**src/hdl/fsb_pkg.sv**
```systemverilog
`timescale 1ns / 1ps
`default_nettype none

package fsb_pkg;

   // record slots and parameter list limits
   localparam int NUM_SLAVES_DEF = 32;
   localparam int MAX_PARAMS     = 16;

   // configuration register indexes
   localparam logic REG_RETRY_LIMIT = 1'b0;
   localparam logic REG_FAULT_MASK  = 1'b1;

   localparam logic [7:0] RETRY_LIMIT_RST = 8'd3;
   localparam logic [7:0] FAULT_MASK_RST  = 8'd71;

   typedef enum logic [1:0] {
      OP_POLL   = 2'd0,
      OP_ACCESS = 2'd1,
      OP_REINIT = 2'd2
   } op_type;

   typedef enum logic [2:0] {
      MODE_OFFLINE = 3'd0,
      MODE_DIAG1   = 3'd1,
      MODE_SETPRM  = 3'd2,
      MODE_CHKCFG  = 3'd3,
      MODE_DIAG2   = 3'd4,
      MODE_EXCH    = 3'd5,
      MODE_FAULT   = 3'd6
   } mode_type;

   // one incoming word
   typedef struct packed {
      logic [1:0] op;
      logic [4:0] slave;
      logic       comm_ok;
      logic [7:0] stat_1;
      logic [7:0] stat_2;
      logic [7:0] stat_3;
      logic       has_cfg_data;
      logic [4:0] param_count;
      logic       param_wants_write;
      logic       param_write_ok;
      logic       exchange_ok;
   } item_type;

   // per-slave bring-up record
   typedef struct packed {
      mode_type    mode;
      logic        frame_bit;
      logic        frame_valid;
      logic [7:0]  fail_run;
      logic [4:0]  param_index;
      logic [23:0] diag;
      logic [31:0] error_cnt;
      logic [31:0] retry_cnt;
      logic [31:0] cycle_cnt;
   } rec_type;

   localparam rec_type REC_RESET = '0;

   typedef struct packed {
      logic [7:0] retry_limit;
      logic [7:0] fault_mask;
   } cfg_type;

endpackage

`default_nettype wire

```
**src/hdl/fsb_csr.sv**
```systemverilog
`timescale 1ns / 1ps
`default_nettype none

module fsb_csr (
   input  wire logic        clock,
   input  wire logic        reset,
   input  wire logic        csr_psel,
   input  wire logic        csr_penable,
   input  wire logic        csr_pwrite,
   input  wire logic [2:0]  csr_paddr,
   input  wire logic [31:0] csr_pwdata,
   output logic      [31:0] csr_prdata,
   output logic             csr_pready,
   output fsb_pkg::cfg_type cfg
);

   import fsb_pkg::*;

   logic [7:0] retry_limit_ff;
   logic [7:0] fault_mask_ff;
   logic       wr_en;
   logic       reg_sel;

   assign csr_pready = 1'b1;
   assign reg_sel    = csr_paddr[2];
   assign wr_en      = csr_psel & csr_penable & csr_pwrite & csr_pready;

   // register writes
   always_ff @(posedge clock) begin
      if (reset) begin
         retry_limit_ff <= RETRY_LIMIT_RST;
         fault_mask_ff  <= FAULT_MASK_RST;
      end else if (wr_en) begin
         case (reg_sel)
            REG_RETRY_LIMIT: retry_limit_ff <= csr_pwdata[7:0];
            REG_FAULT_MASK:  fault_mask_ff  <= csr_pwdata[7:0];
            default: begin
            end
         endcase
      end
   end

   // read mux
   always_comb begin
      case (reg_sel)
         REG_RETRY_LIMIT: csr_prdata = {24'd0, retry_limit_ff};
         REG_FAULT_MASK:  csr_prdata = {24'd0, fault_mask_ff};
         default:         csr_prdata = 32'd0;
      endcase
   end

   assign cfg.retry_limit = retry_limit_ff;
   assign cfg.fault_mask  = fault_mask_ff;

endmodule

`default_nettype wire

```
**config.mk**
```make
export PLATFORM = sky130hd
export DESIGN_NAME = fsb_csr
export DESIGN_NICKNAME = d
export VERILOG_FILES = /design/src/hdl/fsb_pkg.sv /design/src/hdl/fsb_csr.sv
export SDC_FILE = /design/constraint.sdc
export NUM_CORES = 1
export LEC_CHECK = 0
export ABC_AREA = 1
export BUFFER_PORTS_ARGS = -buffer_cell sky130_fd_sc_hd__buf_2
export CAP_MARGIN = 20
export CORE_MARGIN = 1
export CORE_UTILIZATION = 36
export DETAILED_ROUTE_END_ITERATION = 7
export PLACE_DENSITY = 0.79
export SYNTH_ARGS = -nofsm -noshare
export SYNTH_HDL_FRONTEND = slang
export SYNTH_SLANG_ARGS = --single-unit
```
**constraint.sdc**
```tcl
create_clock -name clock -period 0.9 [get_ports clock]
set_input_delay 0.09 -clock clock [delete_from_list [all_inputs] [get_ports clock]]
set_output_delay 0.09 -clock clock [all_outputs]
set_load 0.02 [all_outputs]
```
==> metrics.txt <==
clock root buffer clkbuf_4; GRT Max-Usage Layer met2; initial antenna violation count 0; Die Height approximately 53 µm; met1 global-route usage roughly a fifth; Post-Syn Instances roughly 150; Crit path required time slightly above 0.8 ns; Die ar. 2800 µm²; Distinct cells, synth 12; number of buffers created by CTS 3; placed insts 216; H-tree Lvls 1; synthesized cell area about 930 µm²; PwrDens 1230 nW/µm²; worst-path fanout max 3; DR vias/cell between 4 and 5; vias in the first global route a little under 800; share of cells above drive strength 1 36.8%; sink count of the clock tree 16; worst skew pair latency 0.27 ns; gpl congestion roughly 0.7; first-pass GRT wire length between 3000 and 4000 µm; Tot GR Track Use 16.4%; initial DRC count 11; Critical R2R Capture retry_limit_ff[5]; WL/cell between 9 and 10 µm; Final min period approximately 0.95 ns; setup violators final 8; Pre-Repair DR Iteration Count 6; nets@finish 232; sequential share of the synthesized area about 34%; Core ar. 2450 µm²; DP HPWL 1560 µm; vias roughly 930; Avg Cell Area, Syn roughly 6.4 µm²; Highest Clock Rate 1050 MHz; Clk pwr share between 20% and 30%; routing usage on met3 under 10%; antenna viol nets, final 0; grt ovf 0; final WL 2050 µm; Max clock buf depth 2; Leak roughly 0.71 nW; status complete, but fails checks; Remaining DRCs 0; Worst R2R Start retry_limit_ff[5]; CP startpoint kind flop; Seq pwr share between 40 and 50%; Hold Path Class in2reg; Hold Crit Depth 3; flop-to-flop setup slack ~0.2 ns; CP endpoint kind primary output; Logic pwr share 27.7%; warnings from Yosys 0; RSZ-0062 raised after global routing true; failing checks setup timing; die span in x between 50 and 60 µm; max-cap violations 0; met2 usage just under 30%; design area 1260 µm²; TritonCTS clock tree built; Net Sw Power slightly above 0.5 mW; Diodes inserted 0; R2R cell count 3; Switching Share between 30% and 40%; # fillers between 200 and 300; internal power around 1.0 mW; final hold violations 0; CP Class reg2out; Worst IR Drop VDD between 0.0007 and 0.0008 V; DP Area 1120 µm²; row cnt 18; fin worst setup slack -0.0519 ns; Port Buffers 37; num ports around 90; Area Growth Syn to Fin 35.1%; Final Cycle Share 106%; final slew viol count 0; Clk pin slew, worst setup/hold paths 0.09 ns; Yosys reg bits 16; Layout Utilization approximately half; Worst Hold End retry_limit_ff[1]; starting density of the core about two fifths; Multi-input gate area 459 µm²; non-filler instance count after layout 220; HP Start csr_pwdata[1]; arrival time worst endpoint between 0.8 and 0.9 ns; Reg area around 340 µm²; Worst Skew 0 ns; largest net degree at the start of global routing 17
[cell type report]
class	instances	area share, %
flip-flops and latches	16	27.0
inverters	9	2.68
clock buffers	3	1.79
repair buffers	48	29.2
well taps	30	2.98
multi-input cells	114	36.4
[cell families (layout without fill, tap and decap cells)]
logic type    Yosys count  count (layout)  share of synthesized area [%]
buf+inv                38              60                           25.7
flops                  16              16                           34.3
other cells             2              25                          0.805
simple gates           89              89                           39.1
[synth_stat cells]
master	instances	area, µm²
buf_4	25	188
inv_1	8	30.0
inv_2	1	3.75
nor2_1	21	78.8
nand2_1	49	184
clkbuf_1	1	3.75
nor2_2	1	6.26
dfxtp_1	16	320
conb_1	2	7.51
nand3_1	17	85.1
buf_2	3	15.0
nor2_4	1	11.3
[critical path: stages (launching register included)]
cell	delay, ns
dfxtp_2	0.35
nand2_1	0.05
nand2_1	0.07
buf_6	0.11
[power by group through the flow]
| stage | logic (mW) | clock network [mW] | registers, mW |
|---|---|---|---|
| 2_1_floorplan | 0.308 | 0 | 0.796 |
| 4_1_cts | 0.417 | 0.378 | 0.755 |
| 3_3_place_gp | 0.382 | 0 | 0.766 |
| 3_5_place_dp | 0.385 | 0 | 0.767 |
| 5_1_grt | 0.472 | 0.417 | 0.761 |
| 6_report | 0.429 | 0.367 | 0.756 |
[worst max path at each step]
stage / startpoint / to / slack, ns
4_1_cts: retry_limit_ff[3] / csr_prdata[3] / -0.06
3_3_place_gp: csr_psel / retry_limit_ff[7] / 0.02
5_1_grt: fault_mask_ff[5] / csr_prdata[5] / -0.12
3_5_place_dp: csr_psel / retry_limit_ff[4] / -0.0003
6_report: fault_mask_ff[2] / csr_prdata[2] / -0.05
2_1_floorplan: fault_mask_ff[3] / csr_prdata[3] / 0.14
[cell usage in the layout (no fill, tap or decap), types with 3 or more instances in the layout]
cell type,instances
buf_2,14
buf_4,25
inv_1,8
conb_1,25
nand2_1,49
nand3_1,17
buf_6,8
clkbuf_4,3
dfxtp_2,16
nor2_1,21
[registers in the layout, indices dropped and copies added (netlist names)]
register and cells:
fault_mask_ff 8, retry_limit_ff 8
[metrics by stage]
stage | setup TNS [ns] | total power, mW | hold slack, ns | setup slack, ns
after CTS | -0.435 | 1.55 | 0.0375 | -0.0602
after global placement | 0 | 1.15 | 0.319 | 0.0220
after floorplan | 0 | 1.10 | 0.216 | 0.137
after detailed placement | -0.000310 | 1.15 | 0.332 | -0.000310
after global routing | -0.824 | 1.65 | 0.0461 | -0.117
final | -0.372 | 1.55 | 0.0414 | -0.0519
[per-layer routing]
metal,vias to the layer above,share of wire (%)
met5,-,0
met4,0,0.49
met3,2,6.1
met2,37,50
met1,405,44
li1,481,-
[repair_timing]
| item | 4_1_cts | 5_1_grt |
|---|---|---|
| buffers inserted | 1 | 0 |
| resized for setup | 32 | 15 |
| hold endpoints to repair | 0 | 0 |
| pin swaps | 8 | 1 |
| hold buffers | 0 | 0 |
| endpoints found under the setup margin | 22 | 24 |
Power figures use the tool's default switching activity.
