--- src/hdl/fsb_ram.sv ---
`timescale 1ns / 1ps
`default_nettype none

module fsb_ram #(
   parameter int WIDTH  = 8,
   parameter int DEPTH  = 32,
   parameter int ADDR_W = (DEPTH > 1) ? $clog2(DEPTH) : 1
) (
   input  wire logic              clock,
   input  wire logic              wr_en,
   input  wire logic [ADDR_W-1:0] wr_addr,
   input  wire logic [WIDTH-1:0]  wr_data,
   input  wire logic [ADDR_W-1:0] rd_addr,
   output logic      [WIDTH-1:0]  rd_data
);

   logic [WIDTH-1:0] mem_ff [DEPTH];
   logic [WIDTH-1:0] rd_data_ff;

   // single write port, registered read port
   always_ff @(posedge clock) begin
      if (wr_en) begin
         mem_ff[wr_addr] <= wr_data;
      end
      rd_data_ff <= mem_ff[rd_addr];
   end

   assign rd_data = rd_data_ff;

endmodule

`default_nettype wire

--- config.mk ---
export PLATFORM = sky130hd
export DESIGN_NAME = fsb_ram
export DESIGN_NICKNAME = d
export VERILOG_FILES = /design/src/hdl/fsb_ram.sv
export SDC_FILE = /design/constraint.sdc
export NUM_CORES = 1
export LEC_CHECK = 0
export BUFFER_PORTS_ARGS = -buffer_cell sky130_fd_sc_hd__buf_2
export CORE_AREA = 2 2 173 175
export DETAILED_ROUTE_END_ITERATION = 8
export DIE_AREA = 0 0 175 177
export MAX_ROUTING_LAYER = met4
export PLACE_DENSITY = 0.58
export SETUP_SLACK_MARGIN = 0.05
export SYNTH_ARGS = -nofsm -noshare
export SYNTH_HDL_FRONTEND = slang
export SYNTH_SLANG_ARGS = --single-unit
export TNS_END_PERCENT = 1
--- constraint.sdc ---
create_clock -name clock -period 4.5 [get_ports clock]
set_input_delay 0.45 -clock clock [delete_from_list [all_inputs] [get_ports clock]]
set_output_delay 0.45 -clock clock [all_outputs]
set_load 0.1 [all_outputs]
==> flow_summary.yaml, run 1 <==
outcome:
  status: "finished clean"
setup_path:
  cp_max_fo: 34
  startpoint_type: "input pin"
  regToRegSetupSlack_ns: 2.68
  crit_top_cell: "mux4_2"
  path_buf_inv: 2
  crit_chain: "buf_2 > buf_4 > mux4_2 > mux4_2 > mux2_2"
  cp_slowest_cell: "buf_2"
  critical_path_class: "in2reg"
  critical_path_required_ns: 4.91
  endpoint_kind: "flop"
  worst-endpoint-arrival_ns: 2.84
  slowest_delay_ns: 0.72
  critPathTopFamily: "multiplexers"
floorplanning:
  fp.dieH_um: 177
  io_pins: 28
  die_w_um: 175
  core-area_sq_um: 29240
  num_rows: 63
  initial_utilization: 0.3438
  design.die.area_sq_um: 30980
flow_run:
  maxCapViolations: 0
drt:
  viasPerCell: 5.185
  first_pass_iters: 4
  drtIter0Drc: 554
  wl_per_cell_um: 24.96
  routed_wl_mm: 21.46
  drc: 0
  detail-route-antenna-nets: 0
  vias: 4459
pwr:
  cellLeakagePower_nw: 3.472
  p_sw_frac: 0.2132
  p_sw_mw: 1.083
  p_per_area_nw_per_um2: 446.4
  ir_drop_mv: 0.2144
  p_int_mw: 3.996
  clock_power_share: 0.395
  comb_power_share: 0.064
  seq_power_share: 0.541
logic_synthesis:
  synth_cell_types: 15
  ys_seq_area_frac: 0.7806
  syn_inst: 417
  ys_seq_elements: 264
  syn_area_sq_um: 10050
  synth-warning-count: 0
  syn_area_per_cell_sq_um: 24.11
  synth_fp_nets: 437
timing:
  slew_viol_final: 0
  finalSetupViolCount: 0
  fin_skew_ns: 0.01464
  worstMarginPinSlew_ns: 1.092
  fin_crit_sh: 0.5396
  finalHoldViolations: 0
  max_freq_mhz: 411.8
  rsz0062_at_grt: "false"
  max_slew_margin: 0.2696
  layout_min_cycle_time_ns: 2.428
  hold_ws_ns: 0.4019
  tns_ns: 0
final_layout:
  final_common_cell: "edfxtp_1"
  final_cell_mix: "edfxtp_1 (256), mux4_2 (80), nor2_1 (33)"
  drive_gt1_frac: 0.3298
  multi_input_area_sq_um: 2100
  area_growth_pct: 13.14
  final-seq-area_sq_um: 7848
  fin_nets: 474
  antenna_cells: 0
  nFillCells: 2542
global_route:
  grt_max_degree: 35
  grt_pass1_vias: 4561
  grt_pass1_wl_mm: 31.62
  overflow: 0
  grt_usage: 0.1461
  antenna_found_initial: 0
placed_design:
  post-dp-hpwl_mm: 13.21
  place.gp.congestion: 0.7394
  io_buffers: 27
clock_network:
  cts_hold_buf: 0
  clockRootBuffer: "clkbuf_16"
  path_clk_slew_ns: 0.06
  postCtsSetupBuffers: 0
  cts_resized: 0
  clk_path_buf_depth: 3
  clock_latency_ns: 0.52
  h-tree-depth: 1
  clock_sink_count: 264
  cts_buffers: 25
  cts_tree: "done"
min_path:
  min_path_type: "in2reg"
## synth_stat cells
| cell | number | share of area |
|---|---|---|
| or3_1 | 1 | 0.00062 |
| clkbuf_1 | 6 | 0.0022 |
| nand2_1 | 1 | 0.00037 |
| nand3_1 | 2 | 0.0010 |
| edfxtp_1 | 256 | 0.76 |
| buf_1 | 6 | 0.0022 |
| buf_6 | 1 | 0.0011 |
| mux2_2 | 8 | 0.0090 |
| or3b_2 | 3 | 0.0026 |
| nor2_1 | 33 | 0.012 |
| dfxtp_1 | 8 | 0.016 |
| buf_4 | 6 | 0.0045 |
| mux4_2 | 80 | 0.18 |
| nand3b_1 | 5 | 0.0037 |
| buf_2 | 1 | 0.00050 |
## final cells by class
| type | count | area share |
|---|---|---|
| tap | 390 | 0.04290 |
| timing repair buffer | 30 | 0.01518 |
| multi-input combinational | 133 | 0.1846 |
| clock inverter | 9 | 0.008580 |
| clock buffer | 34 | 0.05885 |
| sequential | 264 | 0.6899 |
## cells by family (layout without fill, tap and decap cells)
kind of cell           after synthesis  in the layout  share of synthesized area
flip-flops                         264            264                     0.7806
multiplexers                        88             88                     0.1882
AND/OR/NAND/NOR                     45             45                    0.02066
buffers and inverters               20             73                    0.01058
## worst paths after layout
path | endpoint | cells after the start | start
setup / recovery | rd_data[5] | 5 | rd_addr[2]
hold / removal | rd_data[0] | 2 | rd_addr[3]
setup reg to reg | rd_data[5] | 3 | mem_ff[13][5]
hold reg to reg | rd_data[1] | 3 | mem_ff[22][1]
## power by group through the flow
| stage | sequential (mW) | combinational [mW] | clock [mW] |
|---|---|---|---|
| 6_report | 2.75 | 0.323 | 2.01 |
| 5_1_grt | 2.75 | 0.343 | 2.14 |
| 4_1_cts | 2.75 | 0.329 | 2.04 |
| 3_5_place_dp | 2.80 | 0.328 | 0 |
| 3_3_place_gp | 2.80 | 0.322 | 0 |
| 2_1_floorplan | 2.87 | 0.146 | 0 |
## flip-flops by register name, summed over array words and instances, names as in the netlist
signal	count
mem_ff	256
rd_data	8
## worst register-to-register path: stages (launching register included)
cell and delay, ns:
edfxtp_1 0.37, mux4_2 0.54, mux4_2 0.53, mux2_2 0.29
## layer usage
metal	track usage	wire, um	vias to the layer above
li1	-	-	1844
met1	0.2035	9460	2438
met2	0.2296	10450	144
met3	0.02083	1132	33
met4	0.03542	420	0
met5	-	0	-
## through the flow
step / cells / utilization / setup slack (ns) / power (mW) / cell area, sq um
floorplan: 417 / - / 2.248 / 3.013 / 10050
global placement: 817 / 0.3627 / 1.494 / 3.122 / 10610
detailed placement: 817 / 0.3627 / 1.489 / 3.130 / 10610
CTS: 860 / 0.3890 / 2.047 / 5.115 / 11370
global route: 860 / 0.3890 / 1.994 / 5.231 / 11370
finish: 860 / 0.3890 / 2.072 / 5.078 / 11370
Note: power is estimated with default switching activity, not from simulation.
==> run 2: changes to the inputs <==
==> constraint.sdc (replaced) <==
create_clock -name clock -period 2.3 [get_ports clock]
set_input_delay 0.23 -clock clock [delete_from_list [all_inputs] [get_ports clock]]
set_output_delay 0.23 -clock clock [all_outputs]
set_load 0.1 [all_outputs]
==> run 2 against run 1 <==
Net effect: die area unchanged; hold slack worse by 0.23 ns; clock power up 110%; non-clock buffer count up 36; utilization increased by 1.3 points; flip-flop and latch count unchanged; sequential power rose by 96%; via count increased by 2.6%; count of clock-buffer cells in the layout grew 1; global-route usage is essentially flat; critical path type is now reg2reg; largest power group unchanged; highest routed layer unchanged.
==> flow_summary.yaml, run 2 (synthesized netlist as in run 1, its figures left out) <==
outcome:
  status: "finished clean"
final_layout:
  drive_gt1_frac: 0.3824
  fin_nets: 512
  utilization: 0.4024
  final_cell_mix: "edfxtp_1 (256), mux4_2 (80), buf_4 (34)"
  antenna_cells: 0
  area_growth_pct: 17.05
  largest_register_ffs: 256
  nFillCells: 2525
  final_common_cell: "edfxtp_1"
  registers.top_by_ff_count: "mem_ff"
setup_path:
  crit_chain: "mux4_2 > mux4_2 > mux2_2"
  startpoint_type: "flop"
  cp_slowest_cell: "mux4_2"
  rr_endpoint: "rd_data[6]"
  cp_max_fo: 1
  critical_path_class: "reg2reg"
  critical_path_required_ns: 2.71
  endpoint_kind: "flop"
  regToRegSetupSlack_ns: 0.48
  crit_top_cell: "mux4_2"
  r2r_start: "mem_ff[14][6]"
  path_buf_inv: 0
  worst-endpoint-arrival_ns: 2.23
  slowest_delay_ns: 0.54
  ff2ff_path_depth: 3
  critPathTopFamily: "multiplexers"
drt:
  first_pass_iters: 5
  drtIter0Drc: 536
  routed_wl_mm: 21.52
  drc: 0
  viasPerCell: 5.082
  vias: 4574
  wl_per_cell_um: 23.91
  detail-route-antenna-nets: 0
timing:
  tns_ns: 0
  finalSetupViolCount: 0
  fin_crit_sh: 0.7929
  max_slew_margin: 0.5695
  finalHoldViolations: 0
  worstMarginPinSlew_ns: 0.6457
  slew_viol_final: 0
  fin_skew_ns: 0.007510
  max_freq_mhz: 548.3
  layout_min_cycle_time_ns: 1.824
  rsz0062_at_grt: "false"
clock_network:
  cts_buffers: 27
  h-tree-depth: 1
  cts_tree: "done"
  clock_sink_count: 264
  path_clk_slew_ns: 0.06
  postCtsSetupBuffers: 0
  clock_latency_ns: 0.52
  clockRootBuffer: "clkbuf_16"
  cts_resized: 0
  clk_path_buf_depth: 3
  cts_hold_buf: 0
pwr:
  ir_drop_mv: 0.4905
  cellLeakagePower_nw: 3.721
  p_per_area_nw_per_um2: 864.6
placed_design:
  place.gp.congestion: 0.7742
  post-dp-hpwl_mm: 13.85
  io_buffers: 27
flow_run:
  maxCapViolations: 0
min_path:
  hold_end: "rd_data[0]"
  hold_depth: 2
  min_path_type: "in2reg"
  min_from: "rd_addr[3]"
floorplanning:
  core-area_sq_um: 29240
  fp.dieH_um: 177
  io_pins: 28
  num_rows: 63
  initial_utilization: 0.3438
  die_w_um: 175
  design.die.area_sq_um: 30980
global_route:
  grt_usage: 0.1462
  grt_pass1_wl_mm: 31.87
  grt_pass1_vias: 4723
  grt_max_degree: 38
  antenna_found_initial: 0
  overflow: 0
## run 2: changes by cell type in the layout (fill, tap and decap cells not counted), sizes merged
cell    before  now
clkinv       6    9
buf         30   66
clkbuf      34   35
## run 2: cell type report
type,count,area [sq um],share of cell area
flip-flops and latches,264,7848,0.6669
clock inverters,12,111.4,0.009463
clock buffers,35,715.7,0.06082
repair buffers,66,505.5,0.04296
multi-input cells,133,2100,0.1784
well taps,390,488.0,0.04147
## run 2: worst max-delay path by stage
| stage | start | endpoint | slack, ns | cells after the start |
|---|---|---|---|---|
| after global placement | rd_addr[0] | rd_data[6] | 0.11 | 5 |
| after global routing | mem_ff[14][6] | rd_data[6] | 0.44 | 3 |
| final | mem_ff[14][6] | rd_data[6] | 0.48 | 3 |
| after detailed placement | rd_addr[0] | rd_data[6] | 0.10 | 5 |
| after CTS | mem_ff[14][6] | rd_data[6] | 0.46 | 3 |
| after floorplan | rd_addr[2] | rd_data[0] | 0.27 | 5 |
## run 2: stage by stage
| step | power, mW | hold WS, ns | worst slack [ns] | area, sq um | instances |
|---|---|---|---|---|---|
| 3_3_place_gp | 6.141 | 0.7039 | 0.1058 | 10940 | 853 |
| 6_report | 10.17 | 0.1687 | 0.4763 | 11770 | 900 |
| 2_1_floorplan | 5.896 | 0.3289 | 0.2676 | 10050 | 417 |
| 4_1_cts | 10.27 | 0.1509 | 0.4646 | 11770 | 900 |
| 3_5_place_dp | 6.152 | 0.6944 | 0.1008 | 10940 | 853 |
| 5_1_grt | 10.49 | 0.1473 | 0.4369 | 11770 | 900 |
## run 2: where the power goes
group / total, mW / internal [mW] / switching (mW)
clock network: 4.14 / 2.41 / 1.73
registers: 5.38 / 5.35 / 0.0291
logic: 0.660 / 0.235 / 0.425
## run 2: per-layer routing
layer | track usage | up-vias | share of wire | wire length [um]
met3 | 0.02212 | 38 | 0.045 | 962
met2 | 0.2294 | 131 | 0.49 | 10510
li1 | - | 1929 | - | -
met5 | - | - | 0 | 0
met4 | 0.04375 | 0 | 0.027 | 590
met1 | 0.1996 | 2476 | 0.44 | 9454
==> run 3: changes to the inputs <==
--- a/config.mk
+++ b/config.mk
@@ -10,7 +10,7 @@
 export DETAILED_ROUTE_END_ITERATION = 8
 export DIE_AREA = 0 0 175 177
 export MAX_ROUTING_LAYER = met4
-export PLACE_DENSITY = 0.58
+export PLACE_DENSITY = 0.6
 export SETUP_SLACK_MARGIN = 0.05
 export SYNTH_ARGS = -nofsm -noshare
 export SYNTH_HDL_FRONTEND = slang
==> constraint.sdc (replaced) <==
create_clock -name clock -period 1.5 [get_ports clock]
set_input_delay 0.15 -clock clock [delete_from_list [all_inputs] [get_ports clock]]
set_output_delay 0.15 -clock clock [all_outputs]
set_load 0.1 [all_outputs]
==> run 3 against run 2 <==
Net effect: worst setup slack got worse by 0.83 ns; sequential share of layout area fell by 1.6 points; routed wire length fell by 2.1%; critical path depth did not move; fmax fell by 1.8%; flip-flop and latch count did not move; the run now ends with negative setup slack left; largest power group unchanged.
==> flow_summary.yaml, run 3 (synthesized netlist as in run 1, its figures left out) <==
timing:
  hold_ws_ns: 0.09876
  finalHoldViolations: 0
  slew_viol_final: 0
  worstMarginPinSlew_ns: 0.6515
  layout_min_cycle_time_ns: 1.857
  max_freq_mhz: 538.5
  rsz0062_at_grt: "true"
  setup_ws_ns: -0.3571
  finalSetupViolCount: 8
  max_slew_margin: 0.5657
  fin_crit_sh: 1.238
  fin_skew_ns: 0.01123
drt:
  vias: 4588
  detail-route-antenna-nets: 0
  wl_per_cell_um: 22.81
  routed_wl_mm: 21.06
  drc: 0
  drtIter0Drc: 418
  first_pass_iters: 7
  viasPerCell: 4.971
setup_path:
  critical_path_required_ns: 1.90
  cp_max_fo: 1
  startpoint_type: "flop"
  crit_chain: "mux4_2 > mux4_2 > mux2_4"
  slowest_delay_ns: 0.57
  critical_path_class: "reg2reg"
  crit_top_cell: "mux4_2"
  worst-endpoint-arrival_ns: 2.26
  endpoint_kind: "flop"
  regToRegSetupSlack_ns: -0.36
  cp_slowest_cell: "mux4_2"
placed_design:
  dp.cells: 875
  post-dp-hpwl_mm: 14.02
  place.gp.congestion: 0.7540
  io_buffers: 27
global_route:
  antenna_found_initial: 1
  overflow: 0
  grt_pass1_wl_mm: 31.66
  grt_pass1_vias: 4808
  grt_usage: 0.1426
  grt_max_degree: 40
clock_network:
  clockRootBuffer: "clkbuf_16"
  clk_path_buf_depth: 3
  h-tree-depth: 1
  cts_hold_buf: 0
  cts_buffers: 27
  path_clk_slew_ns: 0.06
  clock_sink_count: 264
  clock_latency_ns: 0.52
  postCtsSetupBuffers: 0
  cts_tree: "done"
final_layout:
  final_cell_mix: "edfxtp_1 (256), mux4_2 (80), buf_4 (61)"
  final_common_cell: "edfxtp_1"
  fin_nets: 534
  drive_gt1_frac: 0.4079
  largest_register_ffs: 256
  registers.top_by_ff_count: "mem_ff"
  area_growth_pct: 19.89
  fin_cells: 923
floorplanning:
  core-area_sq_um: 29240
  design.die.area_sq_um: 30980
  initial_utilization: 0.3438
  fp.dieH_um: 177
  io_pins: 28
  die_w_um: 175
  num_rows: 63
flow_run:
  maxCapViolations: 0
outcome:
  status: "finished with violations"
  failed_checks: "negative setup slack"
pwr:
  ir_drop_mv: 0.8576
  cellLeakagePower_nw: 3.882
  p_total_mw: 16.03
  p_per_area_nw_per_um2: 1330
min_path:
  min_path_type: "in2reg"
==> run 3: critical path: cells and delay by family, from the launching register on <==
kind,cells,cell delay [ns]
mux,3,1.39
flops,1,0.36
==> run 3: final cells by class <==
type	instances	area [sq um]
sequential	264	7848
clock inverter	13	158.9
multi-input combinational	133	2111
fill	2478	17190
tap	390	488.0
timing repair buffer	88	713.2
antenna	1	2.502
clock buffer	34	732.0
==> run 3: report_power, final <==
| group | leakage, nW | switching [mW] | total, mW | internal (mW) |
|---|---|---|---|---|
| Clock | 0.439 | 2.59 | 6.69 | 4.10 |
| Combinational | 1.07 | 0.673 | 1.10 | 0.423 |
| Sequential | 2.37 | 0.0357 | 8.24 | 8.20 |
==> run 3: worst paths after layout <==
kind              depth (start not counted)    endpoint     startpoint
setup / recovery                          3  rd_data[6]  mem_ff[13][6]
hold / removal                            2  rd_data[2]     rd_addr[3]
setup reg to reg                          3  rd_data[6]  mem_ff[13][6]
hold reg to reg                           3  rd_data[2]   mem_ff[5][2]
==> run 3: metal layers <==
layer / wire length (um) / part of all wire / track usage
met5: 0 / 0 / -
met2: 9954 / 0.47 / 0.2182
met4: 308 / 0.015 / 0.02882
met3: 1147 / 0.054 / 0.02814
met1: 9648 / 0.46 / 0.2007
==> run 3: timing repair <==
action                                  4_1_cts  5_1_grt
endpoints found under the setup margin       15        8
gates cloned                                  0        0
endpoints found under the hold margin         0        0
gates resized for setup                       8        2
==> run 3: through the flow <==
step / instance area, sq um / utilization / setup WS [ns] / TNS (ns)
after floorplan: 10160 / - / -0.2471 / -4.391
after CTS: 12040 / 0.4118 / -0.3536 / -2.430
final: 12050 / 0.4121 / -0.3571 / -2.370
after detailed placement: 11130 / 0.3806 / -0.6642 / -5.858
after global placement: 11130 / 0.3806 / -0.6659 / -5.827
after global routing: 12050 / 0.4121 / -0.3797 / -2.616
