==> src/hdl/fsb_pkg.sv <==
`timescale 1ns / 1ps
`default_nettype none

package fsb_pkg;

   // record slots and parameter list limits
   localparam int NUM_SLAVES_DEF = 32;
   localparam int MAX_PARAMS     = 16;

   // configuration register indexes
   localparam logic REG_RETRY_LIMIT = 1'b0;
   localparam logic REG_FAULT_MASK  = 1'b1;

   localparam logic [7:0] RETRY_LIMIT_RST = 8'd3;
   localparam logic [7:0] FAULT_MASK_RST  = 8'd71;

   typedef enum logic [1:0] {
      OP_POLL   = 2'd0,
      OP_ACCESS = 2'd1,
      OP_REINIT = 2'd2
   } op_type;

   typedef enum logic [2:0] {
      MODE_OFFLINE = 3'd0,
      MODE_DIAG1   = 3'd1,
      MODE_SETPRM  = 3'd2,
      MODE_CHKCFG  = 3'd3,
      MODE_DIAG2   = 3'd4,
      MODE_EXCH    = 3'd5,
      MODE_FAULT   = 3'd6
   } mode_type;

   // one incoming word
   typedef struct packed {
      logic [1:0] op;
      logic [4:0] slave;
      logic       comm_ok;
      logic [7:0] stat_1;
      logic [7:0] stat_2;
      logic [7:0] stat_3;
      logic       has_cfg_data;
      logic [4:0] param_count;
      logic       param_wants_write;
      logic       param_write_ok;
      logic       exchange_ok;
   } item_type;

   // per-slave bring-up record
   typedef struct packed {
      mode_type    mode;
      logic        frame_bit;
      logic        frame_valid;
      logic [7:0]  fail_run;
      logic [4:0]  param_index;
      logic [23:0] diag;
      logic [31:0] error_cnt;
      logic [31:0] retry_cnt;
      logic [31:0] cycle_cnt;
   } rec_type;

   localparam rec_type REC_RESET = '0;

   typedef struct packed {
      logic [7:0] retry_limit;
      logic [7:0] fault_mask;
   } cfg_type;

endpackage

`default_nettype wire

==> src/hdl/fsb_update.sv <==
`timescale 1ns / 1ps
`default_nettype none

module fsb_update (
   input  wire fsb_pkg::item_type item,
   input  wire fsb_pkg::rec_type  cur,
   input  wire fsb_pkg::cfg_type  cfg,
   output fsb_pkg::rec_type       nxt
);

   import fsb_pkg::*;

   logic [4:0] param_cnt;

   // parameter count clamped to the list size
   always_comb begin
      if (32'(item.param_count) > MAX_PARAMS) begin
         param_cnt = 5'(MAX_PARAMS);
      end else begin
         param_cnt = item.param_count;
      end
   end

   // next record for one word
   always_comb begin
      nxt = cur;
      case (op_type'(item.op))
         OP_POLL: begin
            case (cur.mode)
               MODE_OFFLINE: begin
                  nxt.mode = MODE_DIAG1;
               end
               MODE_DIAG1: begin
                  if (item.comm_ok) begin
                     nxt.diag        = {item.stat_3, item.stat_2, item.stat_1};
                     nxt.frame_bit   = ~nxt.frame_bit;
                     nxt.frame_valid = 1'b1;
                     nxt.mode        = MODE_SETPRM;
                  end else begin
                     nxt.error_cnt   = nxt.error_cnt + 32'd1;
                     nxt.mode        = MODE_OFFLINE;
                     nxt.frame_valid = 1'b0;
                  end
               end
               MODE_SETPRM, MODE_CHKCFG, MODE_DIAG2: begin
                  // parameterisation failure: restart or give up
                  if ((cur.mode == MODE_SETPRM && !item.comm_ok)
                      || (cur.mode == MODE_CHKCFG && item.has_cfg_data && !item.comm_ok)
                      || (cur.mode == MODE_DIAG2 && item.comm_ok
                          && (item.stat_1 & cfg.fault_mask) != 8'd0)) begin
                     if (cur.mode == MODE_DIAG2) begin
                        nxt.diag = {item.stat_3, item.stat_2, item.stat_1};
                     end
                     nxt.error_cnt   = nxt.error_cnt + 32'd1;
                     nxt.retry_cnt   = nxt.retry_cnt + 32'd1;
                     if (nxt.fail_run != 8'hFF) begin
                        nxt.fail_run = nxt.fail_run + 8'd1;
                     end
                     nxt.frame_valid = 1'b0;
                     if (nxt.fail_run >= cfg.retry_limit) begin
                        nxt.mode     = MODE_FAULT;
                        nxt.fail_run = 8'd0;
                     end else begin
                        nxt.mode     = MODE_OFFLINE;
                     end
                  end else if (cur.mode == MODE_DIAG2 && !item.comm_ok) begin
                     nxt.error_cnt   = nxt.error_cnt + 32'd1;
                     nxt.mode        = MODE_OFFLINE;
                     nxt.frame_valid = 1'b0;
                  end else begin
                     nxt.frame_bit   = ~nxt.frame_bit;
                     nxt.frame_valid = 1'b1;
                     case (cur.mode)
                        MODE_SETPRM: nxt.mode = MODE_CHKCFG;
                        MODE_CHKCFG: nxt.mode = MODE_DIAG2;
                        default: begin
                           nxt.diag     = {item.stat_3, item.stat_2, item.stat_1};
                           nxt.mode     = MODE_EXCH;
                           nxt.fail_run = 8'd0;
                        end
                     endcase
                  end
               end
               MODE_EXCH: begin
                  // walk pending initial parameter writes
                  if (cur.param_index < param_cnt) begin
                     if (!item.param_wants_write) begin
                        nxt.param_index = nxt.param_index + 5'd1;
                     end else if (item.param_write_ok) begin
                        nxt.frame_bit   = ~nxt.frame_bit;
                        nxt.frame_valid = 1'b1;
                        nxt.param_index = nxt.param_index + 5'd1;
                     end
                  end
                  // cyclic exchange outcome
                  if (item.exchange_ok) begin
                     nxt.frame_bit   = ~nxt.frame_bit;
                     nxt.frame_valid = 1'b1;
                     nxt.fail_run    = 8'd0;
                     nxt.cycle_cnt   = nxt.cycle_cnt + 32'd1;
                  end else begin
                     if (nxt.fail_run != 8'hFF) begin
                        nxt.fail_run = nxt.fail_run + 8'd1;
                     end
                     nxt.error_cnt = nxt.error_cnt + 32'd1;
                     if (nxt.fail_run >= cfg.retry_limit) begin
                        nxt.retry_cnt   = nxt.retry_cnt + 32'd1;
                        nxt.mode        = MODE_OFFLINE;
                        nxt.frame_valid = 1'b0;
                        nxt.fail_run    = 8'd0;
                     end
                  end
               end
               default: begin
               end
            endcase
         end
         OP_ACCESS: begin
            if (item.comm_ok) begin
               nxt.frame_bit   = ~nxt.frame_bit;
               nxt.frame_valid = 1'b1;
            end
         end
         OP_REINIT: begin
            nxt = REC_RESET;
         end
         default: begin
         end
      endcase
   end

endmodule

`default_nettype wire

==> config.mk <==
export PLATFORM = sky130hd
export DESIGN_NAME = fsb_update
export DESIGN_NICKNAME = d
export VERILOG_FILES = /design/src/hdl/fsb_pkg.sv /design/src/hdl/fsb_update.sv
export SDC_FILE = /design/constraint.sdc
export NUM_CORES = 1
export LEC_CHECK = 0
export BUFFER_PORTS_ARGS = -buffer_cell sky130_fd_sc_hd__buf_2
export CAP_MARGIN = 20
export CORE_MARGIN = 2
export CORE_UTILIZATION = 28
export DETAILED_ROUTE_END_ITERATION = 8
export GPL_TIMING_DRIVEN = 0
export PLACE_DENSITY_LB_ADDON = 0.08
export SLEW_MARGIN = 15
export SYNTH_ARGS = -nofsm -noshare
export SYNTH_HDL_FRONTEND = slang
export SYNTH_SLANG_ARGS = --single-unit
==> constraint.sdc <==
create_clock -name vclk -period 3.7
set_input_delay 0.37 -clock vclk [all_inputs]
set_output_delay 0.37 -clock vclk [all_outputs]
set_load 0.005 [all_outputs]
==> results.md, run 1 <==
- Post-synthesis cell count: 895
- Worst VDD drop: 0.04856 mV
- Final period util: 100.3%
- Layout Cells excl Fill: 1,495
- Final setup fails: 2
- Area Growth Syn to Fin: 44.01%
- Layout cells sized above 1: 34.87%
- Synth Area per Inst: 6.067 sq um
- CP dominant cell by count: nand4_1
- LEAKAGE: 3.571 nW
- Mapped Nets: 1,107
- FF+latch area: 0 sq um
- Status: finished, violations left
- Hpwl dp: 21.40 mm
- MaxCap Viol Count: 0
- Vias in the first global route: 7,494
- Final Hold Viols: 0
- Unique masters post-synth: 85
- Worst path bufs/invs: 3
- Critical Path Start Type: primary input
- TritonRoute pass-1 iters: 5
- Sum of routed wire length over all layers: 26.51 mm
- CP max stage delay: 0.48 ns
- Core outline area: 18,890 sq um
- Final Max Tran Viols: 0
- Rel. slew slack: 51.12%
- Placement Rows: 50
- First-pass GRT wire length: 39.73 mm
- IO Port Bufs: 322
- Design area: 7820 sq um
- RSZ-0062 raised after global routing: true
- Cell family with most CP delay: simple AND/OR/NAND/NOR gates
- Number of top-level pins: 333
- Min Tclk post-route: 3.711 ns
- Gr ovfl total: 0
- Final ANT Viol Nets: 0
- Slowest CP cell: or4_4
- Failing checks: setup timing
- Vias: 8,264
- Pwr dens: 114.1 nW/um^2
- Placed cell area: 7367 sq um
- Hold Buf Count CTS: 0
- Worst setup EP type: output port
- Seq_cells: 0
- Placer Congestion: 0.8759
- Largest net degree at the start of global routing: 11
- Inst Count DP: 1,477
- PnR worst setup slack: -0.01110 ns
- Worst hold path type: primary input to output port
- Initial antenna violation count: 3
- Vias per cell: 5.528
- YS warnings: 0
- Worst EP required: 3.33 ns
- Layout net count: 1,447
- Critical path class: primary input to output port
- Initial drt markers: 415
- Remaining DRCs: 0
- Routed len/inst: 17.73 microns
- CP arrival: 3.34 ns
- Clkbuf count: 0
- Worst path cell trace: buf_12, ha_4, and3_4, nand3_4, nand4_1, xnor2_2, ha_1, nand4_1, nor2_2, a32oi_2, a211o_4, buf_6, or4_4, a21oi_2, buf_2
- Die X: 143.3 microns
- Total Die Area: 20,520 sq um
- Starting Density: 28.74%
- Max Freq: 269.5 MHz
- Synthesized area: 5430 sq um
- Slew @ Worst Pin: 0.7275 ns
- Die Y: 143.3 microns
- Post-synthesis sequential area ratio: 0%
- Crit path max fanout: 6
- Global-route total usage across every layer: 23.66%
-- cells by family (layout without fill, tap and decap cells) --
family	after synthesis	after routing	share of synthesized area, %
other	0	2	0
buffers and inverters	96	434	7.212
adder cells (fa/ha/maj)	17	17	3.917
AO/OA/AOI/OAI	316	316	37.17
AND/OR/NAND/NOR	390	390	38.48
multiplexers	39	39	7.258
XOR/XNOR	37	37	5.968
-- metrics by stage --
stage / hold slack [ns] / setup WS, ns / util (%) / setup TNS [ns] / total power [mW]
after floorplan: 0.8004 / 0.2762 / - / 0 / 0.4287
after global placement: 1.028 / -0.8181 / 38.99 / -17.11 / 0.8302
after detailed placement: 1.025 / -0.7831 / 38.99 / -16.78 / 0.8319
after CTS: 1.025 / -0.02198 / 39.76 / -0.06001 / 0.8552
after global routing: 1.045 / -0.1204 / 41.39 / -1.353 / 0.9858
final: 1.021 / -0.01110 / 41.39 / -0.01808 / 0.8925
-- report_power, final --
| group | total, mW | internal (mW) | switching, mW |
|---|---|---|---|
| clock | 0.0000000725 | 0.0000000725 | 0 |
| combinational | 0.893 | 0.387 | 0.506 |
| sequential | 0 | 0 | 0 |
-- cells in the mapped netlist (11+ instances only) --
library cell | count | share of area, %
mux2i_1 | 36 | 6.6
o22a_1 | 24 | 3.9
nand2_1 | 100 | 6.9
a21oi_1 | 71 | 6.5
or3_1 | 16 | 1.8
and4_1 | 11 | 1.8
ha_1 | 17 | 3.9
a31oi_1 | 11 | 1.3
inv_1 | 25 | 1.7
xor2_1 | 14 | 2.3
and3_1 | 25 | 2.9
buf_2 | 13 | 1.2
clkbuf_1 | 46 | 3.2
nand3_1 | 38 | 3.5
nand4_1 | 33 | 3.8
o21ai_0 | 108 | 10
nor2_1 | 74 | 5.1
nor3_1 | 18 | 1.7
xnor2_1 | 23 | 3.7
-- layout make-up --
| class | count | area (sq um) |
|---|---|---|
| Antenna cell | 2 | 5.005 |
| Buffer | 67 | 311.5 |
| Fill cell | 2133 | 11070 |
| Inverter | 28 | 105.1 |
| Multi-Input combinational cell | 799 | 5274 |
| Tap cell | 260 | 325.3 |
| Timing Repair Buffer | 339 | 1799 |
-- tightest hold or removal path, stage by stage --
cell and delay, ns:
buf_2 0.09, o31ai_1 0.07, buf_2 0.12
-- timing repair --
item,CTS,global route
gates resized for setup,27,48
pin swaps,12,29
cloned,0,2
endpoints found under the setup margin,42,38
buffers inserted,6,9
-- placed cells by master, fill, tap and decap left out, types with 11 or more instances in the layout --
cell / netlist / routed
a21oi_1: 71 / 63
buf_2: 13 / 330
o21ai_1: 10 / 11
mux2i_1: 36 / 36
xor2_1: 14 / 14
nor2_1: 74 / 73
inv_1: 25 / 25
nor3_1: 18 / 17
xnor2_1: 23 / 21
or3_1: 16 / 14
o21ai_0: 108 / 105
nand4_1: 33 / 33
nand3_1: 38 / 35
buf_4: 0 / 16
ha_1: 17 / 15
o22a_1: 24 / 24
nand2_1: 100 / 100
and4_1: 11 / 11
clkbuf_1: 46 / 43
and3_1: 25 / 20
-- worst paths after layout --
check	startpoint	endpoint	cells after the start
worst min-delay path	cur[83]	nxt[83]	3
worst max-delay path	cur[126]	nxt[42]	15
-- routing by layer --
layer / routed length, microns / GRT usage, % / part of all wire (%) / up-vias
li1: - / - / - / 4082
met1: 11180 / 30.14 / 42 / 3808
met2: 12780 / 42.46 / 48 / 340
met3: 2095 / 3.353 / 7.9 / 32
met4: 444 / 4.644 / 1.7 / 2
met5: 11 / 0 / 0.041 / -
(Power assumes the default switching activity.)
==> inputs of run 2 (changes only) <==
--- a/config.mk
+++ b/config.mk
@@ -5,7 +5,7 @@
 export SDC_FILE = /design/constraint.sdc
 export NUM_CORES = 1
 export LEC_CHECK = 0
-export BUFFER_PORTS_ARGS = -buffer_cell sky130_fd_sc_hd__buf_2
+export BUFFER_PORTS_ARGS = -buffer_cell sky130_fd_sc_hd__clkbuf_2
 export CAP_MARGIN = 20
 export CORE_MARGIN = 2
 export CORE_UTILIZATION = 28
==> results.md, run 2 (synthesis gave the netlist of run 1 again) <==
- Setup Slack @ Placement: -0.7605 ns (+0.02259 ns)
- Largest net degree at the start of global routing: 11 (unchanged)
- Vias: 8,203 (-0.74%)
- Placed cell area: 7367 sq um (unchanged)
- Commonest non-fill, non-tap cell in the layout: clkbuf_2
- Max Freq: 270.7 MHz (+0.46%)
- Pwr dens: 114.3 nW/um^2 (+0.12%)
- Critical path class: primary input to output port
- Worst hold path type: primary input to output port
- MaxCap Viol Count: 0 (unchanged)
- Initial drt markers: 353 (-15%)
- Sum of routed wire length over all layers: 26.49 mm (about the same)
- Remaining DRCs: 0 (unchanged)
- TritonRoute pass-1 iters: 5 (unchanged)
- Most frequent cells in the layout: clkbuf_2, o21ai_0, nand2_1
- Placement Rows: 50 (unchanged)
- Number of top-level pins: 333 (unchanged)
- Design area: 7834 sq um (+0.18%)
- Vias in the first global route: 7,503 (+0.12%)
- LEAKAGE: 3.626 nW (+1.5%)
- Int Pwr: 0.3870 mW (about the same)
- Layout net count: 1,449 (+0.14%)
- Clkbuf count: 0 (unchanged)
- Final period util: 99.84% (-0.46 points)
- First-pass GRT wire length: 39.96 mm (+0.57%)
- Global-route total usage across every layer: 23.86% (+0.20 points)
- Hold Buf Count CTS: 0 (unchanged)
- CP max stage delay: 0.52 ns (+0.04 ns)
- Vias per cell: 5.487 (-0.74%)
- Placer Congestion: 0.8662 (-1.1%)
- IO Port Bufs: 322 (unchanged)
- Worst setup EP type: output port
- Hpwl dp: 21.34 mm (-0.28%)
- Final ANT Viol Nets: 0 (unchanged)
- Slowest CP cell: or4_4
- Worst EP required: 3.33 ns (about the same)
- Area Growth Syn to Fin: 44.26%
- Worst path bufs/invs: 3 (unchanged)
- Core outline area: 18,890 sq um (unchanged)
- Design Power: 0.8951 mW (+0.29%)
- Worst path cell trace: buf_8, and3_4, and3_4, nand3_4, nand4_1, xnor2_2, ha_1, nand4_1, nor2_2, a32oi_2, a211o_4, buf_6, or4_4, a21oi_2, buf_2
- Status: finished clean
- Die X: 143.3 microns (unchanged)
- Final Max Tran Viols: 0 (unchanged)
- Die Y: 143.3 microns (unchanged)
- Final setup fails: 0 (-2)
- Total Die Area: 20,520 sq um (unchanged)
- Combinational cell fraction of total power: 100.0% (about the same)
- CP arrival: 3.32 ns (-0.02 ns)
- PnR worst setup slack: 0.005936 ns (+0.01704 ns)
- Gr ovfl total: 0 (unchanged)
- Layout cells sized above 1: 34.82% (-0.056 points)
- Min Tclk post-route: 3.694 ns (-0.01704 ns)
- Critical Path Start Type: primary input
- Starting Density: 28.74% (unchanged)
- Cell family with most CP delay: simple AND/OR/NAND/NOR gates
- Hold Worst Slack: 1.012 ns (-0.009160 ns)
- FF+latch area: 0 sq um (unchanged)
- Clock network power share: 0% (unchanged)
- Routed len/inst: 17.72 microns (about the same)
- Initial antenna violation count: 0 (-3)
- Sequential fraction of design power: 0% (unchanged)
- Diodes inserted: 0 (-2)
- Net Sw Power: 0.5081 mW (+0.49%)
- Final Hold Viols: 0 (unchanged)
- Fill count: 2,135 (+0.094%)
- RSZ-0062 raised after global routing: true
- Slew @ Worst Pin: 0.7417 ns (+0.01420 ns)
- Crit path max fanout: 5 (-1)
- Rel. slew slack: 50.55% (-0.57 points)
- Multi-input combinational cell area: 5250 sq um (-0.45%)
- Worst VDD drop: 0.05072 mV (+4.5%)
- Seq_cells: 0 (unchanged)
- Sw Ratio: 56.76% (+0.11 points)
-- run 2: final cells by class --
class | instances | area share, %
Inverter | 28 | 1.342
Buffer | 67 | 4.025
Tap cell | 260 | 4.153
Timing Repair Buffer | 341 | 23.46
Multi-Input combinational cell | 799 | 67.02
-- run 2: path summary, 6_finish.rpt --
kind | start | to | slack [ns] | cells past startpoint
max | cur[129] | nxt[42] | 0.006 | 15
min | cur[83] | nxt[83] | 1.01 | 3
-- run 2: power by group through the flow --
stage | logic (mW) | registers (mW) | clock network (mW)
floorplan | 0.429 | 0 | 0
global placement | 0.834 | 0 | 0
detailed placement | 0.834 | 0 | 0
CTS | 0.869 | 0 | 0
global route | 0.988 | 0 | 0
finish | 0.895 | 0 | 0
-- run 2: timing repair --
action / CTS / global route
cloned: 1 / 0
gates resized for setup: 37 / 56
setup endpoints to repair: 42 / 29
pin swaps: 22 / 33
buffers inserted: 9 / 9
endpoints found under the hold margin: 0 / 0
-- run 2: routing by layer --
metal  part of all wire (%)  track usage [%]
met5                      0                0
met4                    1.9            4.747
met3                    8.2            3.320
met2                     48            42.89
met1                     42            30.35
-- run 2: through the flow --
| stage | setup TNS, ns | std cells | utilization, % |
|---|---|---|---|
| floorplan | 0 | 895 | - |
| global placement | -17.92 | 1477 | 38.99 |
| detailed placement | -17.46 | 1477 | 38.99 |
| CTS | -0.1852 | 1486 | 40.40 |
| global route | -0.8780 | 1495 | 41.46 |
| finish | 0 | 1495 | 41.46 |
==> inputs of run 3 (changes only) <==
--- a/config.mk
+++ b/config.mk
@@ -11,7 +11,7 @@
 export CORE_UTILIZATION = 28
 export DETAILED_ROUTE_END_ITERATION = 8
 export GPL_TIMING_DRIVEN = 0
-export PLACE_DENSITY_LB_ADDON = 0.08
+export PLACE_DENSITY_LB_ADDON = 0.3
 export SLEW_MARGIN = 15
 export SYNTH_ARGS = -nofsm -noshare
 export SYNTH_HDL_FRONTEND = slang
==> results.md, run 3 (synthesis gave the netlist of run 1 again) <==
- Fill count: 2,087 (-2.2%)
- TritonRoute pass-1 iters: 5 (unchanged)
- Slowest CP cell: or4_4
- Design area: 7906 sq um (+0.93%)
- Min Tclk post-route: 3.733 ns (+0.03922 ns)
- Most Used Layer, Global Route: met2
- RSZ-0062 raised after global routing: true
- Hpwl dp: 22.02 mm (+3.2%)
- Vias: 8,488 (+3.5%)
- M2 GR Usage: 45.00% (+2.1 points)
- Sum of routed wire length over all layers: 27.23 mm (+2.8%)
- Grt met1 use: 28.99% (-1.4 points)
- Final setup fails: 3 (+3)
- Worst path cell trace: clkbuf_8, and3_4, and3_4, nand3_4, nand4_1, xnor2_2, ha_1, nand4_1, nor2_2, a32oi_2, a211o_4, buf_6, or4_4, a21oi_4, clkbuf_2
- Placed cell area: 7367 sq um (unchanged)
- IO Port Bufs: 322 (unchanged)
- Remaining DRCs: 0 (unchanged)
- Final Hold Viols: 0 (unchanged)
- Most frequent cells in the layout: clkbuf_2, o21ai_0, nand2_1
- Starting Density: 28.74% (unchanged)
- Global-route total usage across every layer: 24.09% (+0.23 points)
- Number of top-level pins: 333 (unchanged)
- Slew @ Worst Pin: 0.7436 ns (+0.001849 ns)
- Gr ovfl total: 0 (unchanged)
- Total Die Area: 20,520 sq um (unchanged)
- First-pass GRT wire length: 40.08 mm (+0.31%)
- Die X: 143.3 microns (unchanged)
- Placement Rows: 50 (unchanged)
- Area Growth Syn to Fin: 45.60%
- Hold Buf Count CTS: 0 (unchanged)
- Failing checks: setup timing
- Placer Congestion: 0.9208 (+6.3%)
- MaxCap Viol Count: 0 (unchanged)
- Grt met3 use: 3.655% (+0.34 points)
- Crit path max fanout: 7 (+2)
- Initial drt markers: 578 (+64%)
- LEAKAGE: 3.645 nW (+0.52%)
- Worst VDD drop: 0.05341 mV (+5.3%)
- Final ANT Viol Nets: 0 (unchanged)
- Vias in the first global route: 7,516 (+0.17%)
- CP arrival: 3.36 ns (+0.04 ns)
- Layout net count: 1,453 (+0.28%)
- Worst EP required: 3.33 ns (about the same)
- Critical Path Start Type: primary input
- Worst setup EP type: output port
- PnR worst setup slack: -0.03328 ns (-0.03922 ns)
- Status: finished, violations left
- FF+latch area: 0 sq um (unchanged)
- Core outline area: 18,890 sq um (unchanged)
- Layout cells sized above 1: 35.11% (+0.29 points)
- Diodes inserted: 0 (unchanged)
- Fin Setup TNS: -0.05467 ns (-0.05467 ns)
- Commonest non-fill, non-tap cell in the layout: clkbuf_2
- Die Y: 143.3 microns (unchanged)
- Routed len/inst: 18.17 microns (+2.5%)
- Initial antenna violation count: 0 (unchanged)
- Pwr dens: 115.8 nW/um^2 (+1.4%)
- Final Max Tran Viols: 0 (unchanged)
- Clkbuf count: 0 (unchanged)
- Hold wc startpoint: cur[83]
- Critical path class: primary input to output port
- Crit path from: cur[129]
- Max Freq: 267.9 MHz (-1.1%)
- CP max stage delay: 0.49 ns (-0.03 ns)
- Vias per cell: 5.662 (+3.2%)
- Worst hold path type: primary input to output port
- Final period util: 100.9% (+1.1 points)
- Largest net degree at the start of global routing: 11 (unchanged)
- Rel. slew slack: 50.43% (-0.12 points)
- Seq_cells: 0 (unchanged)
[run 3: cell count changes in the layout (fill, tap and decap cells not counted), moves of 3 or more]
| cell | delta |
|---|---|
| buf_8 | -5 |
| buf_2 | -4 |
| clkbuf_2 | +4 |
| a21oi_2 | -3 |
| buf_6 | +3 |
| clkbuf_8 | +3 |
| o21ai_0 | +3 |
[run 3: timing repair]
action,CTS,global route
buffers inserted,12,9
pin swaps,15,28
resized for setup,49,38
gates cloned,1,1
endpoints found under the setup margin,42,29
[run 3: worst max-delay path: cells and delay by family]
family	cells	cell delay, ns
AO/OA/AOI/OAI	3	0.70
buffers and inverters	3	0.38
adder cells (fa/ha/maj)	1	0.28
AND/OR/NAND/NOR	7	1.43
XOR/XNOR	1	0.18
[run 3: routing by layer]
layer / wire [microns] / vias up
met3: 2466 / 49
met5: 0 / -
li1: - / 4080
met1: 10610 / 3890
met4: 625 / 0
met2: 13530 / 469
[run 3: metrics by stage]
stage	total power [mW]	utilization, %	cells	setup WS, ns	hold slack, ns
finish	0.9156	41.85	1499	-0.03328	1.030
global route	1.001	41.85	1499	-0.1360	1.041
CTS	0.8834	40.68	1489	-0.03536	1.024
detailed placement	0.8420	38.99	1477	-0.7653	1.021
global placement	0.8347	38.99	1477	-0.7455	1.019
floorplan	0.4287	-	895	0.2762	0.8004
[run 3: path summary, 6_finish.rpt]
kind / end / slack [ns] / depth (start not counted)
hold / removal: nxt[83] / 1.03 / 3
setup / recovery: nxt[42] / -0.03 / 15
[run 3: area by class of cell]
class	instances	area, sq um	area share (%)
buffer	67	320.3	4.051
inverter	28	105.1	1.329
multi-input combinational	799	5290	66.91
tap	260	325.3	4.115
timing repair buffer	345	1866	23.60
[run 3: report_power, final]
| part | internal (mW) | leakage (nW) | switching, mW | total [mW] |
|---|---|---|---|---|
| clock network | 0 | 0 | 0 | 0 |
| logic | 0.391 | 3.64 | 0.524 | 0.916 |
| registers | 0 | 0 | 0 | 0 |
